===== src/rtl/ucrr_pkg.sv =====
// Package with shared constants, types and codes of the control request responder.
package ucrr_pkg;

    localparam int DIR_ENTRIES_DEF    = 8;
    localparam int DESC_MEM_BYTES_DEF = 256;
    localparam int MAX_DESC_LEN_DEF   = 63;

    localparam logic [6:0] PKT_SIZE_RESET = 7'd32;
    localparam logic [6:0] PKT_SIZE_MAX   = 7'd64;

    // Input operations.
    localparam logic [1:0] FUNC_BUS_RESET = 2'd0;
    localparam logic [1:0] FUNC_SETUP     = 2'd1;
    localparam logic [1:0] FUNC_DIR_WRITE = 2'd2;
    localparam logic [1:0] FUNC_MEM_WRITE = 2'd3;

    // Result kinds.
    localparam logic [1:0] KIND_DATA  = 2'd0;
    localparam logic [1:0] KIND_ZLP   = 2'd1;
    localparam logic [1:0] KIND_STALL = 2'd2;
    localparam logic [1:0] KIND_RESET = 2'd3;

    // Request keys, direction bit removed.
    localparam logic [14:0] KEY_GET_STATUS      = 15'h0000;
    localparam logic [14:0] KEY_SET_ADDRESS     = 15'h0005;
    localparam logic [14:0] KEY_GET_DESC        = 15'h0006;
    localparam logic [14:0] KEY_GET_DESC_IF     = 15'h0106;
    localparam logic [14:0] KEY_GET_CONFIG      = 15'h0008;
    localparam logic [14:0] KEY_SET_CONFIG      = 15'h0009;
    localparam logic [14:0] KEY_HID_SET_REPORT  = 15'h2109;
    localparam logic [14:0] KEY_HID_SET_IDLE    = 15'h210a;
    localparam logic [14:0] KEY_HUB_GET_STATUS  = 15'h2300;
    localparam logic [14:0] KEY_HUB_SET_FEATURE = 15'h2303;

    typedef struct packed {
        logic [1:0]  func;
        logic [7:0]  request_type;
        logic [7:0]  request_code;
        logic [15:0] req_value;
        logic [15:0] req_index;
        logic [15:0] req_length;
        logic [2:0]  slot;
        logic [7:0]  byte_address;
        logic [7:0]  byte_data;
    } in_item_t;

    typedef struct packed {
        logic [1:0] kind;
        logic [7:0] data_byte;
        logic       packet_end;
        logic       run_last;
        logic [6:0] device_address;
        logic       address_enabled;
        logic [7:0] configuration;
    } out_item_t;

endpackage


===== src/rtl/ucrr_dir.sv =====
// Descriptor directory: entry registers with valid bits and a slot-at-a-time read.
module ucrr_dir #(
    parameter int DIR_ENTRIES  = ucrr_pkg::DIR_ENTRIES_DEF,
    parameter int MAX_DESC_LEN = ucrr_pkg::MAX_DESC_LEN_DEF,
    parameter int AW           = 8,
    parameter int SW           = 3
) (
    input  logic          clk,
    input  logic          rst_n,
    input  logic          wr_en,
    input  logic [2:0]    wr_slot,
    input  logic [15:0]   wr_value,
    input  logic [15:0]   wr_index,
    input  logic [15:0]   wr_length,
    input  logic [AW-1:0] wr_start,
    input  logic [SW-1:0] rd_slot,
    output logic [15:0]   rd_value,
    output logic [15:0]   rd_index,
    output logic [5:0]    rd_length,
    output logic [AW-1:0] rd_start
);
    import ucrr_pkg::*;

    logic [15:0]            value_reg [DIR_ENTRIES];
    logic [15:0]            index_reg [DIR_ENTRIES];
    logic [5:0]             len_reg   [DIR_ENTRIES];
    logic [AW-1:0]          start_reg [DIR_ENTRIES];
    logic [DIR_ENTRIES-1:0] valid_reg;
    logic [5:0]             len_sat;
    logic                   slot_ok;

    assign len_sat = (wr_length > 16'(MAX_DESC_LEN)) ? 6'(MAX_DESC_LEN) : wr_length[5:0];
    assign slot_ok = {29'd0, wr_slot} < DIR_ENTRIES;

    always_ff @(posedge clk or negedge rst_n)
    begin
        if (!rst_n)
        begin
            valid_reg <= '0;
        end
        else if (wr_en && slot_ok)
        begin
            valid_reg[SW'(wr_slot)] <= 1'b1;
        end
    end

    always_ff @(posedge clk)
    begin
        if (wr_en && slot_ok)
        begin
            value_reg[SW'(wr_slot)] <= wr_value;
            index_reg[SW'(wr_slot)] <= wr_index;
            len_reg[SW'(wr_slot)]   <= len_sat;
            start_reg[SW'(wr_slot)] <= wr_start;
        end
    end

    // An unwritten entry reads as length zero, which ends the scan.
    assign rd_value  = value_reg[rd_slot];
    assign rd_index  = index_reg[rd_slot];
    assign rd_length = valid_reg[rd_slot] ? len_reg[rd_slot] : 6'd0;
    assign rd_start  = start_reg[rd_slot];

endmodule


===== src/rtl/ucrr_mem.sv =====
// Descriptor byte memory: one write port, one registered read port.
module ucrr_mem #(
    parameter int DESC_MEM_BYTES = ucrr_pkg::DESC_MEM_BYTES_DEF,
    parameter int AW             = 8
) (
    input  logic          clk,
    input  logic          wr_en,
    input  logic [AW-1:0] wr_addr,
    input  logic [7:0]    wr_data,
    input  logic [AW-1:0] rd_addr,
    output logic [7:0]    rd_data
);
    logic [7:0] mem [DESC_MEM_BYTES];

    always_ff @(posedge clk)
    begin
        if (wr_en)
        begin
            mem[wr_addr] <= wr_data;
        end
        rd_data <= mem[rd_addr];
    end

endmodule


===== src/rtl/usb_control_request_responder_core.sv =====
// Top level of the control request responder: sequencer, state and output register.
//
// The block takes one input word at a time and is not ready while that word is
// being answered. Bus reset and setup requests other than Get Descriptor give
// their one or two result words, the first through the decode state ST_EMIT
// and the output state ST_EMIT2. Get Descriptor walks the directory one entry
// per cycle through a single key comparator (up to DIR_ENTRIES entries), then
// streams each byte through the registered descriptor memory read port with
// separate byte and packet counters, each byte passing a read state and an
// output state that waits while an earlier result has not been taken.
// Directory and memory writes are made when the word is accepted and give no result.
module usb_control_request_responder_core #(
    parameter int DIR_ENTRIES    = ucrr_pkg::DIR_ENTRIES_DEF,
    parameter int DESC_MEM_BYTES = ucrr_pkg::DESC_MEM_BYTES_DEF,
    parameter int MAX_DESC_LEN   = ucrr_pkg::MAX_DESC_LEN_DEF
) (
    input  logic        clk,
    input  logic        rst_n,
    input  logic        cfg_valid,
    output logic        cfg_ready,
    input  logic [6:0]  cfg_data,
    input  logic        s_tvalid,
    output logic        s_tready,
    // func, request_type, request_code, req_value, req_index, req_length,
    // slot, byte_address, byte_data (lowest bit up), 3 zero bits on top
    input  logic [87:0] s_tdata,
    output logic        m_tvalid,
    input  logic        m_tready,
    // kind, data_byte, packet_end, run_last, device_address, address_enabled,
    // configuration (lowest bit up), 4 zero bits on top
    output logic [31:0] m_tdata
);
    import ucrr_pkg::*;

    localparam int AW = $clog2(DESC_MEM_BYTES);
    localparam int SW = (DIR_ENTRIES > 1) ? $clog2(DIR_ENTRIES) : 1;
    localparam int CW = $clog2(DIR_ENTRIES + 1);

    typedef enum logic [6:0] {
        ST_IDLE  = 7'b0000001,
        ST_SCAN  = 7'b0000010,
        ST_READ  = 7'b0000100,
        ST_BYTE  = 7'b0001000,
        ST_ZLP   = 7'b0010000,
        ST_EMIT  = 7'b0100000,
        ST_EMIT2 = 7'b1000000
    } state_t;

    state_t      state_reg, state_next;
    in_item_t    in_item;
    in_item_t    req_reg;
    logic [6:0]  pkt_size_reg;
    logic [6:0]  dev_addr_reg, dev_addr_next;
    logic        addr_en_reg, addr_en_next;
    logic [7:0]  config_reg, config_next;
    logic [CW-1:0] scan_reg, scan_next;
    logic [5:0]  sent_reg, sent_next;
    logic [5:0]  cnt_reg, cnt_next;
    logic [6:0]  pkt_reg, pkt_next;
    logic [AW-1:0] addr_reg, addr_next;
    logic [1:0]  kind_reg, kind_next;
    logic [7:0]  dbyte_reg, dbyte_next;
    logic        second_reg, second_next;
    logic        ovalid_reg;
    out_item_t   out_reg;
    logic        push;
    out_item_t   push_item;
    logic [6:0]  pkt_size;
    logic [14:0] key;
    logic        in_acc;

    logic [15:0]   d_value, d_index;
    logic [5:0]    d_length;
    logic [AW-1:0] d_start;
    logic [7:0]    m_rd;
    logic          match;

    // The struct lists func in its top bits, the bus carries it in the lowest.
    assign in_item   = {s_tdata[1:0], s_tdata[9:2], s_tdata[17:10], s_tdata[33:18],
                        s_tdata[49:34], s_tdata[65:50], s_tdata[68:66], s_tdata[76:69],
                        s_tdata[84:77]};
    assign s_tready  = (state_reg == ST_IDLE) && !ovalid_reg;
    assign in_acc    = s_tvalid && s_tready;
    assign cfg_ready = 1'b1;
    assign key       = {req_reg.request_type[6:0], req_reg.request_code};
    assign pkt_size  = (pkt_size_reg == 7'd0) ? 7'd1 :
                       (pkt_size_reg > PKT_SIZE_MAX) ? PKT_SIZE_MAX : pkt_size_reg;

    ucrr_dir #(.DIR_ENTRIES(DIR_ENTRIES), .MAX_DESC_LEN(MAX_DESC_LEN), .AW(AW), .SW(SW))
    u_dir (
        .clk, .rst_n,
        .wr_en    (in_acc && in_item.func == FUNC_DIR_WRITE),
        .wr_slot  (in_item.slot),
        .wr_value (in_item.req_value),
        .wr_index (in_item.req_index),
        .wr_length(in_item.req_length),
        .wr_start (AW'(in_item.byte_address)),
        .rd_slot  (scan_reg[SW-1:0]),
        .rd_value (d_value),
        .rd_index (d_index),
        .rd_length(d_length),
        .rd_start (d_start)
    );

    ucrr_mem #(.DESC_MEM_BYTES(DESC_MEM_BYTES), .AW(AW)) u_mem (
        .clk,
        .wr_en  (in_acc && in_item.func == FUNC_MEM_WRITE),
        .wr_addr(AW'(in_item.byte_address)),
        .wr_data(in_item.byte_data),
        .rd_addr(addr_reg),
        .rd_data(m_rd)
    );

    assign match = (d_value == req_reg.req_value) && (d_index == req_reg.req_index);

    always_comb
    begin
        state_next    = state_reg;
        dev_addr_next = dev_addr_reg;
        addr_en_next  = addr_en_reg;
        config_next   = config_reg;
        scan_next     = scan_reg;
        sent_next     = sent_reg;
        cnt_next      = cnt_reg;
        pkt_next      = pkt_reg;
        addr_next     = addr_reg;
        kind_next     = kind_reg;
        dbyte_next    = dbyte_reg;
        second_next   = second_reg;
        push          = 1'b0;
        push_item     = '0;
        push_item.device_address  = dev_addr_reg;
        push_item.address_enabled = addr_en_reg;
        push_item.configuration   = config_reg;
        unique case (state_reg)
            ST_IDLE:
            begin
                if (in_acc && (in_item.func == FUNC_BUS_RESET || in_item.func == FUNC_SETUP))
                begin
                    state_next = ST_EMIT;
                    scan_next  = '0;
                end
            end
            ST_EMIT:
            begin
                // Decode the held request and update state first.
                second_next = 1'b0;
                dbyte_next  = 8'd0;
                if (req_reg.func == FUNC_BUS_RESET)
                begin
                    config_next = 8'd0;
                    kind_next   = KIND_RESET;
                    state_next  = ST_EMIT2;
                end
                else
                begin
                    state_next = ST_EMIT2;
                    priority case (key)
                        KEY_GET_STATUS:
                        begin
                            kind_next   = KIND_DATA;
                            second_next = 1'b1;
                        end
                        KEY_SET_ADDRESS:
                        begin
                            dev_addr_next = req_reg.req_value[6:0];
                            addr_en_next  = 1'b1;
                            kind_next     = KIND_ZLP;
                        end
                        KEY_GET_DESC, KEY_GET_DESC_IF:
                        begin
                            state_next = ST_SCAN;
                        end
                        KEY_GET_CONFIG:
                        begin
                            kind_next  = KIND_DATA;
                            dbyte_next = config_reg;
                        end
                        KEY_SET_CONFIG:
                        begin
                            config_next = req_reg.req_value[7:0];
                            kind_next   = KIND_ZLP;
                        end
                        KEY_HID_SET_REPORT, KEY_HID_SET_IDLE,
                        KEY_HUB_GET_STATUS, KEY_HUB_SET_FEATURE:
                        begin
                            kind_next = KIND_ZLP;
                        end
                        default:
                        begin
                            kind_next = KIND_STALL;
                        end
                    endcase
                end
            end
            ST_EMIT2:
            begin
                if (!ovalid_reg)
                begin
                    push                 = 1'b1;
                    push_item.kind       = kind_reg;
                    push_item.data_byte  = dbyte_reg;
                    push_item.packet_end = (kind_reg == KIND_DATA) &&
                                           (req_reg.func == FUNC_SETUP) &&
                                           (second_reg || key == KEY_GET_CONFIG) &&
                                           !(second_reg && 1'b0);
                    push_item.run_last   = 1'b1;
                    if (second_reg)
                    begin
                        // First of the two Get Status bytes.
                        push_item.packet_end = 1'b0;
                        push_item.run_last   = 1'b0;
                        second_next          = 1'b0;
                        kind_next            = KIND_DATA;
                        dbyte_next           = 8'd0;
                        state_next           = ST_ZLP;
                    end
                    else
                    begin
                        state_next = ST_IDLE;
                    end
                end
            end
            ST_SCAN:
            begin
                if (scan_reg == CW'(DIR_ENTRIES) || d_length == 6'd0)
                begin
                    kind_next   = KIND_STALL;
                    dbyte_next  = 8'd0;
                    second_next = 1'b0;
                    state_next  = ST_EMIT2;
                end
                else if (match)
                begin
                    sent_next  = ({10'd0, d_length} < req_reg.req_length) ?
                                 d_length : req_reg.req_length[5:0];
                    cnt_next   = 6'd0;
                    pkt_next   = 7'd0;
                    addr_next  = d_start;
                    state_next = (({10'd0, d_length} < req_reg.req_length) ||
                                  (req_reg.req_length != 16'd0)) ? ST_READ : ST_IDLE;
                end
                else
                begin
                    scan_next = scan_reg + CW'(1);
                end
            end
            ST_READ:
            begin
                // Memory address is presented; data is registered next cycle.
                state_next = (cnt_reg == sent_reg) ? ST_ZLP : ST_BYTE;
                if (cnt_reg == sent_reg)
                begin
                    kind_next = KIND_ZLP;
                    if (!(pkt_reg == 7'd0 && req_reg.req_length > {10'd0, sent_reg}))
                    begin
                        state_next = ST_IDLE;
                    end
                end
            end
            ST_BYTE:
            begin
                if (!ovalid_reg)
                begin
                    push                 = 1'b1;
                    push_item.kind       = KIND_DATA;
                    push_item.data_byte  = m_rd;
                    push_item.packet_end = (pkt_reg + 7'd1 == pkt_size) ||
                                           (cnt_reg + 6'd1 == sent_reg);
                    push_item.run_last   = (cnt_reg + 6'd1 == sent_reg) &&
                                           !((pkt_reg + 7'd1 == pkt_size) &&
                                             req_reg.req_length > {10'd0, sent_reg});
                    pkt_next  = (pkt_reg + 7'd1 == pkt_size) ? 7'd0 : pkt_reg + 7'd1;
                    cnt_next  = cnt_reg + 6'd1;
                    addr_next = addr_reg + AW'(1);
                    state_next = ST_READ;
                end
            end
            ST_ZLP:
            begin
                if (!ovalid_reg)
                begin
                    push                 = 1'b1;
                    push_item.kind       = kind_reg;
                    push_item.data_byte  = 8'd0;
                    push_item.packet_end = (kind_reg == KIND_DATA);
                    push_item.run_last   = 1'b1;
                    state_next           = ST_IDLE;
                end
            end
            default:
            begin
                state_next = ST_IDLE;
            end
        endcase
    end

    always_ff @(posedge clk or negedge rst_n)
    begin
        if (!rst_n)
        begin
            state_reg    <= ST_IDLE;
            pkt_size_reg <= PKT_SIZE_RESET;
            dev_addr_reg <= '0;
            addr_en_reg  <= 1'b0;
            config_reg   <= '0;
            ovalid_reg   <= 1'b0;
            scan_reg     <= '0;
        end
        else
        begin
            state_reg    <= state_next;
            dev_addr_reg <= dev_addr_next;
            addr_en_reg  <= addr_en_next;
            config_reg   <= config_next;
            scan_reg     <= scan_next;
            if (cfg_valid)
            begin
                pkt_size_reg <= cfg_data;
            end
            if (push)
            begin
                ovalid_reg <= 1'b1;
            end
            else if (m_tready)
            begin
                ovalid_reg <= 1'b0;
            end
        end
    end

    always_ff @(posedge clk)
    begin
        if (in_acc)
        begin
            req_reg <= in_item;
        end
        sent_reg   <= sent_next;
        cnt_reg    <= cnt_next;
        pkt_reg    <= pkt_next;
        addr_reg   <= addr_next;
        kind_reg   <= kind_next;
        dbyte_reg  <= dbyte_next;
        second_reg <= second_next;
        if (push)
        begin
            out_reg <= push_item;
        end
    end

    assign m_tvalid = ovalid_reg;
    assign m_tdata  = {4'd0, out_reg.configuration, out_reg.address_enabled,
                       out_reg.device_address, out_reg.run_last, out_reg.packet_end,
                       out_reg.data_byte, out_reg.kind};

endmodule

===== config.mk =====
export PLATFORM = sky130hd
export DESIGN_NAME = usb_control_request_responder_core
export DESIGN_NICKNAME = d
export VERILOG_FILES = /design/src/rtl/ucrr_pkg.sv /design/src/rtl/ucrr_dir.sv /design/src/rtl/ucrr_mem.sv /design/src/rtl/usb_control_request_responder_core.sv
export SDC_FILE = /design/constraint.sdc
export NUM_CORES = 2
export LEC_CHECK = 0
export ABC_AREA = 0
export ABC_CLOCK_PERIOD_IN_PS = 31200
export BUFFER_PORTS_ARGS = -buffer_cell sky130_fd_sc_hd__buf_2
export CORE_ASPECT_RATIO = 1.2
export CORE_MARGIN = 1.5
export CORE_UTILIZATION = 60
export DETAILED_ROUTE_END_ITERATION = 8
export GPL_TIMING_DRIVEN = 1
export PLACE_DENSITY = 0.81
export RECOVER_POWER = 100
export SLEW_MARGIN = 10
export SYNTH_ARGS = -nofsm -noshare
export SYNTH_HDL_FRONTEND = slang
export SYNTH_HIERARCHICAL = 1
export SYNTH_SLANG_ARGS = --single-unit

===== constraint.sdc =====
create_clock -name clk -period 31.2 [get_ports clk]
set_clock_uncertainty 0.1 [all_clocks]
set_input_delay 6.24 -clock clk [delete_from_list [all_inputs] [get_ports clk]]
set_output_delay 6.24 -clock clk [all_outputs]
set_load 0.01 [all_outputs]

==> results.yml <==
outcome:
  status: "complete, but fails checks"
  violations: "capacitance limit, slew limit"
timing:
  fin_crit_ps: 15340
  rsz0062_at_grt: "no"
  fin_crit_sh_pct: 49.17
  slew_viol_final: 2929
  setup_viol: 0
  fmax_mhz: 65.19
  holdWs_ps: 351.7
  slew_headroom_pct: -367.0
  hold_viol_final: 0
  fin_setup_tns_ps: 0
  worst_pin_slew_ps: 7005
setup_path:
  max_stage_delay_ps: 3510
  path_cells: "clkbuf_1 > clkbuf_1 > clkbuf_1"
  crit_path_start_kind: "input port"
  cp-end-kind: "flop"
  worstPathRequired_ps: 31210
  cp.arrival_ps: 15350
  worstSetupPathType: "input port to flop"
  cp_common_cell: "clkbuf_1"
  path_max_fanout: 106
  critPathSlowestCell: "clkbuf_1"
yosys:
  async_reset_ff_share_pct: 1.655
  syn_area_per_cell_sq_um: 20.54
  synthTopCellsByCount: "edfxtp_1, mux4_2, nor2_1, mux2i_1, a22oi_1"
  synth-edff-count: 2547
  synthXorXnorAreaFrac_pct: 0.5868
  synthMuxAreaShare_pct: 14.24
  synth_compound_area_share_pct: 3.246
  synthDistinctLibCells: 81
  yosys.area.top_type: "edfxtp_1"
  yosys_most_used_dff: "edfxtp_1"
  synth_area_sq_um: 101500
  yosysTopAreaCellShare_pct: 75.36
  synth-simple-area-share_pct: 3.321
  synth-seq-cells: 2598
  synth_top_family_by_area: "multiplexers"
  synthMostInstantiatedCell: "edfxtp_1"
  ys_seq_area_share_pct: 76.58
  yosys_warnings: 6
  synth_area_leaders: "edfxtp_1, mux4_2, mux2i_1"
  netlist_instances: 4942
  synthAdderAreaFrac_pct: 0.2096
cells_and_area:
  fillers: 10057
  area_growth_pct: 9.415
  drive_gt1_share_pct: 19.64
  final_area_sq_um: 111000
  fin_util_pct: 66.00
  nNetsFinal: 5218
  largest_reg_flops: 2048
grt:
  grt_pass1_vias: 52052
  grt_max_degree: 154
  grt_pass1_wl_um: 348000
  antenna_found_initial: 8
  overflow: 0
  grtUsageTotal_pct: 28.03
detailed_routing:
  drt_wl_total_um: 238500
  antenna_left: 0
  firstDrtPassIters: 8
  routedWlPerCell_um: 31.54
  vias_per_cell: 6.825
  drc_errors: 0
  vias: 51606
  drtIter0Drc: 6714
die:
  core_sq_um: 168300
  die_h_um: 453.5
  die_area_sq_um: 171600
  io_pins: 135
  initial_core_util_pct: 60.32
  die-width_um: 378.4
  rows: 165
clock_tree:
  cts_sinks: 2598
  path_clk_slew_ps: 60
  post-cts-setup-buffers: 0
  hold_buffers: 0
  htree_levels: 4
  clock_latency_ps: 900
  numCtsBuffers: 228
  ctsResizeCount: 0
  clk_path_buf_depth: 3
  cts_root_buf: "clkbuf_16"
  cts_tree: "done"
worst_hold_path:
  hold_class: "flop to flop"
power:
  p_per_area_nw_per_um2: 61.59
  leakage_uw: 0.03435
  peakVddDrop_mv: 0.07026
flow_run:
  max_cap_violations: 51
placed_design:
  portBuffers: 125
  place_area_sq_um: 104200
  post-dp-hpwl_um: 136200
  place_congestion: 0.9143
-- cell type report --
cell class / count / area [sq um] / area share, %
Sequential cell: 2598 / 77730 / 70.00
Multi-Input combinational cell: 2032 / 22000 / 19.81
Clock buffer: 282 / 5949 / 5.358
Tap cell: 2254 / 2820 / 2.540
Clock inverter: 142 / 1366 / 1.230
Timing Repair Buffer: 208 / 1026 / 0.9239
Inverter: 33 / 123.9 / 0.1115
Antenna cell: 12 / 30.03 / 0.02704
-- layer usage --
metal | vias up | share of wire, % | global-route usage [%]
met1 | 26559 | 34 | 35.82
met5 | - | 0.012 | 0
met2 | 3547 | 50 | 45.38
met4 | 4 | 6.2 | 15.78
li1 | 20731 | - | -
met3 | 765 | 10 | 5.662
-- where the power goes --
part	internal, uW	switching, uW	total (uW)
registers	3890	28.9	3920
logic	34.9	124	159
clock network	1500	1250	2760
-- cell families (layout without fill, tap and decap cells) --
group	count (synthesis)	count (layout)
compound gates	476	476
xor+xnor	68	68
fa+ha+maj	17	17
buf+inv	315	665
flops	2598	2598
mux	748	748
other cells	2	17
simple gates	718	718
-- cell usage in the layout (no fill, tap or decap), drive strengths merged, types with 22 or more instances in the layout --
cell and count:
mux2i 143, nand2 78, a21oi 115, mux2 55, buf 70, nor3 36
nand2b 22, a22oi 141, o221ai 49, o22ai 29, dfrtp 41, nor4 46
clkinv 112, nor2 350, edfxtp 2547, xor2 55, nand3 61, mux4 550
clkbuf 420, o21ai 50, inv 39, nor2b 34
-- path summary, 6_finish.rpt --
path                            startpoint                end  slack, ps  cells past startpoint
hold / removal             dev_addr_reg[6]        m_tdata[18]        350                      0
max in group asynchronous            rst_n        scan_reg[1]      23250                      1
setup reg to reg               addr_reg[1]   u_mem/rd_data[1]      20210                      8
hold reg to reg            dev_addr_reg[6]        m_tdata[18]        350                      0
setup / recovery               s_tdata[79]  u_mem/mem[111][2]      15860                      3
min in group asynchronous            rst_n      config_reg[6]       5990                      1
-- critical path, delay by kind of cell --
kind                   cells  cell delay, ps
buffers and inverters      3            8920
-- through the flow --
stage | worst slack [ps] | cells | power, uW
after floorplan | 15810 | 4945 | 4045
after detailed placement | 21310 | 7125 | 4145
after CTS | 22220 | 7549 | 6857
after global routing | 15300 | 7554 | 7000
final | 15860 | 7561 | 6839
after global placement | 21390 | 7125 | 4133
Note: power is estimated with default switching activity, not from simulation.
